===== src/hw/rtl/esbk_pkg.sv =====
// Shared types and constants for the exchange sort by key block.
`timescale 1ns / 1ps

package esbk_pkg;

  localparam int unsigned KeyW   = 31;
  localparam int unsigned TagW   = 8;
  localparam int unsigned PaddrW = 3;
  localparam int unsigned PdataW = 32;

  // register index, taken from paddr[2]
  localparam logic RegDescending = 1'b0;

  typedef struct packed {
    logic [KeyW-1:0] key;
    logic [TagW-1:0] tag;
  } rec_t;

endpackage


===== src/hw/rtl/esbk_mem.sv =====
// Record store: one write port, one read port with registered read data.
`timescale 1ns / 1ps

module esbk_mem import esbk_pkg::*; #(
  parameter int unsigned Depth = 32,
  parameter int unsigned AddrW = 5
) (
  input  logic             clk_i,
  input  logic             we_i,
  input  logic [AddrW-1:0] waddr_i,
  input  rec_t             wdata_i,
  input  logic [AddrW-1:0] raddr_i,
  output rec_t             rdata_o
);

  rec_t mem_q [Depth];
  rec_t rdata_q;

  always_ff @(posedge clk_i) begin
    if (we_i) begin
      mem_q[waddr_i] <= wdata_i;
    end
    rdata_q <= mem_q[raddr_i];
  end

  assign rdata_o = rdata_q;

endmodule


===== src/hw/rtl/esbk_regs.sv =====
// APB-style configuration register: sort direction.
`timescale 1ns / 1ps

module esbk_regs import esbk_pkg::*; (
  input  logic              clk_i,
  input  logic              rst_ni,
  input  logic              psel,
  input  logic              penable,
  input  logic              pwrite,
  input  logic [PaddrW-1:0] paddr,
  input  logic [PdataW-1:0] pwdata,
  output logic [PdataW-1:0] prdata,
  output logic              pready,
  output logic              descending_o
);

  logic descending_q, descending_d;
  logic wr_en;

  assign pready = 1'b1;
  assign wr_en  = psel & penable & pwrite;

  always_comb begin
    descending_d = descending_q;
    if (wr_en && paddr[2] == RegDescending) begin
      descending_d = pwdata[0];
    end
  end

  always_ff @(posedge clk_i or negedge rst_ni) begin
    if (!rst_ni) begin
      descending_q <= 1'b0;
    end else begin
      descending_q <= descending_d;
    end
  end

  always_comb begin
    prdata = '0;
    if (paddr[2] == RegDescending) begin
      prdata = {{(PdataW-1){1'b0}}, descending_q};
    end
  end

  assign descending_o = descending_q;

endmodule


===== src/hw/rtl/esbk_sort.sv =====
// Load, exchange sort and emit sequencer around the record store.
`timescale 1ns / 1ps

module esbk_sort import esbk_pkg::*; #(
  parameter int unsigned Capacity = 32,
  parameter int unsigned AddrW    = 5,
  parameter int unsigned CntW     = 6
) (
  input  logic             clk_i,
  input  logic             rst_ni,
  input  logic             descending_i,
  input  logic             in_valid_i,
  output logic             in_ready_o,
  input  logic [KeyW-1:0]  quantity_i,
  input  logic [TagW-1:0]  record_tag_i,
  input  logic             last_item_i,
  output logic             out_valid_o,
  input  logic             out_ready_i,
  output logic [KeyW-1:0]  sorted_quantity_o,
  output logic [TagW-1:0]  sorted_tag_o,
  output logic             last_of_run_o,
  output logic             overflow_o,
  output logic             mem_we_o,
  output logic [AddrW-1:0] mem_waddr_o,
  output rec_t             mem_wdata_o,
  output logic [AddrW-1:0] mem_raddr_o,
  input  rec_t             mem_rdata_i
);

  localparam logic [2:0] SLoad  = 3'd0;
  localparam logic [2:0] SHead  = 3'd1;
  localparam logic [2:0] SPrime = 3'd2;
  localparam logic [2:0] SCmp   = 3'd3;
  localparam logic [2:0] SWb    = 3'd4;
  localparam logic [2:0] SErd   = 3'd5;
  localparam logic [2:0] SEout  = 3'd6;
  localparam logic [2:0] SEhold = 3'd7;

  logic [2:0]      state_q, state_d;
  logic [CntW-1:0] count_q, count_d;
  logic [CntW-1:0] n_q, n_d;
  logic            dropped_q, dropped_d;
  logic            ovf_q, ovf_d;
  logic            desc_q, desc_d;
  logic [AddrW-1:0] i_q, i_d, j_q, j_d, k_q, k_d;
  rec_t            cur_q, cur_d;
  rec_t            out_q, out_d;
  logic            out_last_q, out_last_d;
  logic            out_valid_q, out_valid_d;
  logic            swap;

  assign swap = desc_q ? (cur_q.key < mem_rdata_i.key) : (cur_q.key > mem_rdata_i.key);

  always_comb begin
    state_d     = state_q;
    count_d     = count_q;
    n_d         = n_q;
    dropped_d   = dropped_q;
    ovf_d       = ovf_q;
    desc_d      = desc_q;
    i_d         = i_q;
    j_d         = j_q;
    k_d         = k_q;
    cur_d       = cur_q;
    out_d       = out_q;
    out_last_d  = out_last_q;
    out_valid_d = out_valid_q;
    mem_we_o    = 1'b0;
    mem_waddr_o = i_q;
    mem_wdata_o = cur_q;
    mem_raddr_o = j_q;

    unique case (state_q)
      SLoad: begin
        if (in_valid_i) begin
          if (count_q < CntW'(Capacity)) begin
            mem_we_o    = 1'b1;
            mem_waddr_o = count_q[AddrW-1:0];
            mem_wdata_o = '{key: quantity_i, tag: record_tag_i};
            count_d     = count_q + CntW'(1);
          end else begin
            dropped_d = 1'b1;
          end
          if (last_item_i) begin
            n_d       = count_d;
            ovf_d     = dropped_d;
            desc_d    = descending_i;
            count_d   = '0;
            dropped_d = 1'b0;
            i_d       = '0;
            j_d       = AddrW'(1);
            k_d       = '0;
            state_d   = (n_d == CntW'(1)) ? SErd : SHead;
          end
        end
      end
      SHead: begin
        mem_raddr_o = i_q;
        state_d     = SPrime;
      end
      SPrime: begin
        cur_d       = mem_rdata_i;
        mem_raddr_o = j_q;
        state_d     = SCmp;
      end
      SCmp: begin
        if (swap) begin
          mem_we_o    = 1'b1;
          mem_waddr_o = j_q;
          mem_wdata_o = cur_q;
          cur_d       = mem_rdata_i;
        end
        if (CntW'(j_q) == n_q - CntW'(1)) begin
          state_d = SWb;
        end else begin
          j_d         = j_q + AddrW'(1);
          mem_raddr_o = j_q + AddrW'(1);
        end
      end
      SWb: begin
        mem_we_o    = 1'b1;
        mem_waddr_o = i_q;
        mem_wdata_o = cur_q;
        if (CntW'(i_q) + CntW'(2) < n_q) begin
          i_d         = i_q + AddrW'(1);
          j_d         = i_q + AddrW'(2);
          mem_raddr_o = i_q + AddrW'(1);
          state_d     = SPrime;
        end else begin
          k_d     = '0;
          state_d = SErd;
        end
      end
      SErd: begin
        mem_raddr_o = k_q;
        state_d     = SEout;
      end
      SEout: begin
        out_d       = mem_rdata_i;
        out_last_d  = (CntW'(k_q) == n_q - CntW'(1));
        out_valid_d = 1'b1;
        state_d     = SEhold;
      end
      SEhold: begin
        if (out_ready_i) begin
          out_valid_d = 1'b0;
          if (out_last_q) begin
            state_d = SLoad;
          end else begin
            k_d         = k_q + AddrW'(1);
            mem_raddr_o = k_q + AddrW'(1);
            state_d     = SEout;
          end
        end
      end
      default: state_d = SLoad;
    endcase
  end

  always_ff @(posedge clk_i or negedge rst_ni) begin
    if (!rst_ni) begin
      state_q     <= SLoad;
      count_q     <= '0;
      n_q         <= '0;
      dropped_q   <= 1'b0;
      ovf_q       <= 1'b0;
      desc_q      <= 1'b0;
      i_q         <= '0;
      j_q         <= '0;
      k_q         <= '0;
      out_valid_q <= 1'b0;
    end else begin
      state_q     <= state_d;
      count_q     <= count_d;
      n_q         <= n_d;
      dropped_q   <= dropped_d;
      ovf_q       <= ovf_d;
      desc_q      <= desc_d;
      i_q         <= i_d;
      j_q         <= j_d;
      k_q         <= k_d;
      out_valid_q <= out_valid_d;
    end
  end

  always_ff @(posedge clk_i) begin
    cur_q      <= cur_d;
    out_q      <= out_d;
    out_last_q <= out_last_d;
  end

  assign in_ready_o        = (state_q == SLoad);
  assign out_valid_o       = out_valid_q;
  assign sorted_quantity_o = out_q.key;
  assign sorted_tag_o      = out_q.tag;
  assign last_of_run_o     = out_last_q;
  assign overflow_o        = ovf_q;

endmodule


===== src/hw/rtl/exchange_sort_by_key.sv =====
// Top level of the exchange sort by key block.
//
//   channel   direction  handshake                 payload
//   input     in         in_valid_i / in_ready_o   quantity_i, record_tag_i, last_item_i
//   output    out        out_valid_o / out_ready_i sorted_quantity_o, sorted_tag_o,
//                                                  last_of_run_o, overflow_o
//   config    in         APB psel/penable/pwrite   paddr, pwdata, prdata (reg 0: descending)
//
// A record that does not close the set is stored, or dropped once the store is full.
// Closing with n > 1 records starts the sort, one store read per cycle; one record
// skips it. Emission then reads each record and holds it until out_ready_i takes it.
// Input is not accepted during sort and emission; reset leaves the store contents
// undefined and needs no clearing pass.
`timescale 1ns / 1ps

module exchange_sort_by_key import esbk_pkg::*; #(
  parameter int unsigned CAPACITY = 32
) (
  input  logic              clk_i,
  input  logic              rst_ni,
  input  logic              in_valid_i,
  output logic              in_ready_o,
  input  logic [KeyW-1:0]   quantity_i,
  input  logic [TagW-1:0]   record_tag_i,
  input  logic              last_item_i,
  output logic              out_valid_o,
  input  logic              out_ready_i,
  output logic [KeyW-1:0]   sorted_quantity_o,
  output logic [TagW-1:0]   sorted_tag_o,
  output logic              last_of_run_o,
  output logic              overflow_o,
  input  logic              psel,
  input  logic              penable,
  input  logic              pwrite,
  input  logic [PaddrW-1:0] paddr,
  input  logic [PdataW-1:0] pwdata,
  output logic [PdataW-1:0] prdata,
  output logic              pready
);

  localparam int unsigned AddrW = $clog2(CAPACITY);
  localparam int unsigned CntW  = $clog2(CAPACITY + 1);

  logic             descending;
  logic             mem_we;
  logic [AddrW-1:0] mem_waddr;
  logic [AddrW-1:0] mem_raddr;
  rec_t             mem_wdata;
  rec_t             mem_rdata;

  esbk_regs u_regs (
    .clk_i        (clk_i),
    .rst_ni       (rst_ni),
    .psel         (psel),
    .penable      (penable),
    .pwrite       (pwrite),
    .paddr        (paddr),
    .pwdata       (pwdata),
    .prdata       (prdata),
    .pready       (pready),
    .descending_o (descending)
  );

  esbk_mem #(
    .Depth (CAPACITY),
    .AddrW (AddrW)
  ) u_mem (
    .clk_i   (clk_i),
    .we_i    (mem_we),
    .waddr_i (mem_waddr),
    .wdata_i (mem_wdata),
    .raddr_i (mem_raddr),
    .rdata_o (mem_rdata)
  );

  esbk_sort #(
    .Capacity (CAPACITY),
    .AddrW    (AddrW),
    .CntW     (CntW)
  ) u_sort (
    .clk_i             (clk_i),
    .rst_ni            (rst_ni),
    .descending_i      (descending),
    .in_valid_i        (in_valid_i),
    .in_ready_o        (in_ready_o),
    .quantity_i        (quantity_i),
    .record_tag_i      (record_tag_i),
    .last_item_i       (last_item_i),
    .out_valid_o       (out_valid_o),
    .out_ready_i       (out_ready_i),
    .sorted_quantity_o (sorted_quantity_o),
    .sorted_tag_o      (sorted_tag_o),
    .last_of_run_o     (last_of_run_o),
    .overflow_o        (overflow_o),
    .mem_we_o          (mem_we),
    .mem_waddr_o       (mem_waddr),
    .mem_wdata_o       (mem_wdata),
    .mem_raddr_o       (mem_raddr),
    .mem_rdata_i       (mem_rdata)
  );

endmodule


===== config.mk =====
export PLATFORM = sky130hd
export DESIGN_NAME = exchange_sort_by_key
export DESIGN_NICKNAME = d
export VERILOG_FILES = /design/src/hw/rtl/esbk_pkg.sv /design/src/hw/rtl/esbk_mem.sv /design/src/hw/rtl/esbk_regs.sv /design/src/hw/rtl/esbk_sort.sv /design/src/hw/rtl/exchange_sort_by_key.sv
export SDC_FILE = /design/constraint.sdc
export NUM_CORES = 2
export LEC_CHECK = 0
export BUFFER_PORTS_ARGS = -buffer_cell sky130_fd_sc_hd__buf_2
export CORE_MARGIN = 4
export CORE_UTILIZATION = 40
export CTS_CLUSTER_DIAMETER = 100
export DETAILED_ROUTE_END_ITERATION = 10
export PLACE_DENSITY_LB_ADDON = 0.12
export SLEW_MARGIN = 15
export SYNTH_ARGS = -nofsm -noshare
export SYNTH_HDL_FRONTEND = slang
export SYNTH_SLANG_ARGS = --single-unit

===== constraint.sdc =====
create_clock -name clk_i -period 15.1 [get_ports clk_i]
set_clock_uncertainty 0.15 [all_clocks]
set_input_delay 3.02 -clock clk_i [delete_from_list [all_inputs] [get_ports clk_i]]
set_output_delay 3.02 -clock clk_i [all_outputs]
set_load 0.01 [all_outputs]

==> run summary <==
Status: finished, final reports clean
Netlist Area Pre-Place: 0.0551 mm²
Final Non-Filler Cells: 5,657
Worst path depth: 13
Static leakage: 21.3 nW
CP Max Fanout: 173
Syn Inst Count: 3,671
R2R Path Start: u_mem.rdata_o[38]$_DFF_P_
Slowest CP cell: buf_4
Worst path required time: 15.59 ns
DP Worst Slack: 6.84 ns
PD cells: 257 mW/mm²
Slew @ Worst Pin: 1.16 ns
Setup slack, reg-to-reg: 8.46 ns
Standard-cell row count: 135
Post-synthesis sequential area ratio: 75.3%
Final core occ: 45.6%
Slew headroom: 22.3%
Worst EP arrival: 8.08 ns
GRT Resource Usage Total: 22.2%
EDFF count, synth: 1,327
Hold EP: u_sort.sorted_tag_o[2]$_DFFE_PP_
Post-CTS Setup Inserts: 0
Area Overhead vs Synth: 12.6%
Initial Util: 40.5%
Final Hold Violating Endpoints: 0
Post-DRT Antenna Nets: 0
Share of layout cells above drive strength 1: 11.7%
Max Slew Vio Count: 0
DR vias: 32,325
Synth Register Bits: 1,401
Gr ovfl total: 0
Final Worst Setup Slack: 7.51 ns
CTS Sinks: 1,401
Fillers: 12,005
Async SR Flop Fraction: 2.50%
Synth Area per Inst: 15.0 µm²
Tightest Hold Check Type: register to register
Starting DRT DRC Count: 3,179
Worst hold slack: 0.279 ns
CP delay by family, top: buffers and inverters
Detailed Route WL: 162,000 µm
Crit path cell chain: buf_2, nor2b_1, o31ai_1, o32a_1, a311oi_1, a311o_2, buf_4, buf_12, buf_4, a21oi_1, nor3_1, or4_1, nor3_2
Worst Setup SP: out_ready_i
Chip Width: 379 µm
Area of placed instances: 0.0575 mm²
Clock latency on the worst-skew pair: 0.78 ns
Die Y: 379 µm
DR WL/cell: 28.6 µm
Largest stage delay, worst path: 0.79 ns
Pre-antenna DRT Iters: 5
Yosys warnings: 0
Vias per Instance: 5.71
# setup viols final: 0
Ys flop type: edfxtp_1
Power Total: 16.0 mW
CTS max path bufs: 3
Placed instance count: 5,386
Worst path bufs/invs: 4
Final nets: 3,879
Final Wtd Congestion: 0.830
Worst-path clk slew: 0.06 ns
Post-cts sizing count: 0
Core area: 0.136 mm²
CTS Buf Count: 148
Setup TNS Final: 0 ns
Max_cap viols: 0
IO Port Bufs: 92
Most frequent CP cell: buf_4
H-tree Lvls: 4
Cts hold-fix bufs: 0
Hold path depth: 0
Worst Reg-to-Reg Cells: 14
Largest area contributor in the netlist: edfxtp_1
Synth top area share: 72.3%
Final design area excluding fillers: 0.0620 mm²
Number of global-route vias before repair: 30,912
IR Drop Worst-Case VDD: 0.000272 V
Unrepaired setup endpoints after global routing: false
Final period util: 50.3%
Worst R2R End: u_mem.mem_q[26][29]$_DFFE_PP_
CTS tree: done
First-pass GRT wire length: 228,000 µm
Pin count of the biggest net entering global routing: 174
Initial antenna violation count: 3
Die Footprint: 0.144 mm²
Cell variety after synth: 74
Top post-synthesis cells by area: edfxtp_1, nand2_1, mux2i_1
HP Start: u_mem.rdata_o[2]$_DFF_P_
Setup crit start kind: input pin
DR DRC count: 0
HPWL after detailed placement: 78,900 µm
# IOs: 158
Final min period: 7.59 ns
Max Freq: 0.132 GHz
Kind of critical path: input pin to register
Crit. End Element: register
CTS Root Cell: clkbuf_16
## Yosys cell counts, types with 3 or more instances
library cell  instances
edfxtp_1           1327
nand2_1             466
o21ai_0             193
a21oi_1             189
nor3_1              168
mux2i_1             162
a22o_1              159
a22oi_1             158
clkbuf_1            128
o22ai_1              79
buf_2                74
nor2_1               68
inv_1                47
ha_1                 42
or4_1                40
dfxtp_1              39
buf_4                38
dfrtp_1              35
nor3_2               34
nand3_1              25
a21o_1               16
xor2_1               14
nand4_1              13
nor2b_1              13
and2_1               11
buf_1                11
xnor2_1               9
o31ai_1               7
a31oi_1               6
buf_6                 6
o211ai_1              6
o21a_1                6
a211oi_1              5
and3_1                5
nand2b_1              5
or3_1                 5
o221ai_1              4
a221o_1               3
a311oi_1              3
mux2_2                3
nand4b_1              3
nor4_1                3
o21ai_1               3
## routing by layer
metal / vias to the layer above / global-route usage [%] / share of wire, %
met2: 1043 / 36.1 / 48
met4: 0 / 6.02 / 2.4
met3: 232 / 3.41 / 5.9
li1: 14328 / - / -
met1: 16722 / 31.3 / 44
met5: - / 0 / 0
## registers in the layout, indices dropped and copies added (netlist names)
register	count
u_mem.mem_q	1248
u_mem.rdata_o	39
u_regs.descending_o	1
u_sort.count_q	6
u_sort.cur_q	39
u_sort.desc_q	1
u_sort.dropped_q	1
u_sort.i_q	5
u_sort.j_q	5
u_sort.k_q	5
u_sort.last_of_run_o	1
u_sort.n_q	6
u_sort.out_valid_o	1
u_sort.overflow_o	1
u_sort.sorted_quantity_o	31
u_sort.sorted_tag_o	8
u_sort.state_q	3
## worst register-to-register path, cell delays in order, from the launching register on
cell	delay, ns
dfxtp_1	0.52
inv_1	0.09
ha_1	0.38
nand4_1	0.18
nor4_1	0.07
buf_4	0.19
a221oi_1	0.56
o41ai_2	0.35
a31oi_1	0.45
nand4_1	0.25
and2_1	0.32
o221ai_1	0.32
nand3_1	0.69
nor2_4	0.90
buf_4	0.77
## cells in the final DEF, fill, tap and decap left out, drive strengths merged, types with 4 or more instances in the layout
| cell type | n |
|---|---|
| a211oi | 5 |
| a21o | 16 |
| a21oi | 189 |
| a22o | 159 |
| a22oi | 158 |
| a31oi | 6 |
| and2 | 11 |
| and3 | 6 |
| buf | 161 |
| bufinv | 4 |
| clkbuf | 197 |
| clkinv | 59 |
| conb | 32 |
| dfrtp | 35 |
| dfxtp | 39 |
| edfxtp | 1327 |
| ha | 42 |
| inv | 56 |
| mux2i | 162 |
| nand2 | 466 |
| nand2b | 5 |
| nand3 | 25 |
| nand4 | 13 |
| nor2 | 69 |
| nor2b | 13 |
| nor3 | 202 |
| nor4 | 4 |
| o211ai | 6 |
| o21a | 6 |
| o21ai | 196 |
| o221ai | 4 |
| o22ai | 79 |
| o31ai | 7 |
| or3 | 5 |
| or4 | 41 |
| xnor2 | 9 |
| xor2 | 14 |
## worst max path at each step
stage / endpoint / slack (ns)
2_1_floorplan: u_mem.mem_q[12][0]$_DFFE_PP_ / 8.39
3_3_place_gp: u_mem.rdata_o[12]$_DFF_P_ / 6.87
3_5_place_dp: u_mem.rdata_o[12]$_DFF_P_ / 6.84
4_1_cts: u_mem.rdata_o[12]$_DFF_P_ / 7.66
5_1_grt: u_mem.rdata_o[32]$_DFF_P_ / 7.23
6_report: u_mem.rdata_o[12]$_DFF_P_ / 7.51
## power by group
part | switching [mW] | internal, mW | total (mW) | leakage [nW]
Clock | 1.48 | 1.92 | 3.40 | 2.18
Combinational | 4.91 | 2.10 | 7.01 | 6.36
Sequential | 0.235 | 5.31 | 5.54 | 12.7
Total | 6.63 | 9.33 | 16.0 | 21.3
## layout make-up
| type | instances | area, µm² | share of cell area (%) |
|---|---|---|---|
| Antenna cell | 1 | 2.50 | 0.00403 |
| Clock buffer | 197 | 3970 | 6.40 |
| Clock inverter | 73 | 504 | 0.813 |
| Inverter | 48 | 180 | 0.290 |
| Multi-Input combinational cell | 1995 | 12600 | 20.4 |
| Sequential cell | 1401 | 41500 | 66.9 |
| Tap cell | 1781 | 2230 | 3.59 |
| Timing Repair Buffer | 161 | 1000 | 1.62 |
## kinds of logic (layout without fill, tap and decap cells)
group | after synthesis | after routing | share of synthesized area [%]
XOR/XNOR | 23 | 23 | 0.366
AND/OR/NAND/NOR | 871 | 871 | 7.41
multiplexers | 165 | 165 | 3.00
AO/OA/AOI/OAI | 862 | 862 | 10.3
other | 2 | 33 | 0.0136
buffers and inverters | 305 | 479 | 2.59
adder cells (fa/ha/maj) | 42 | 42 | 0.954
flip-flops | 1401 | 1401 | 75.3
Note: power is estimated with default switching activity, not from simulation.
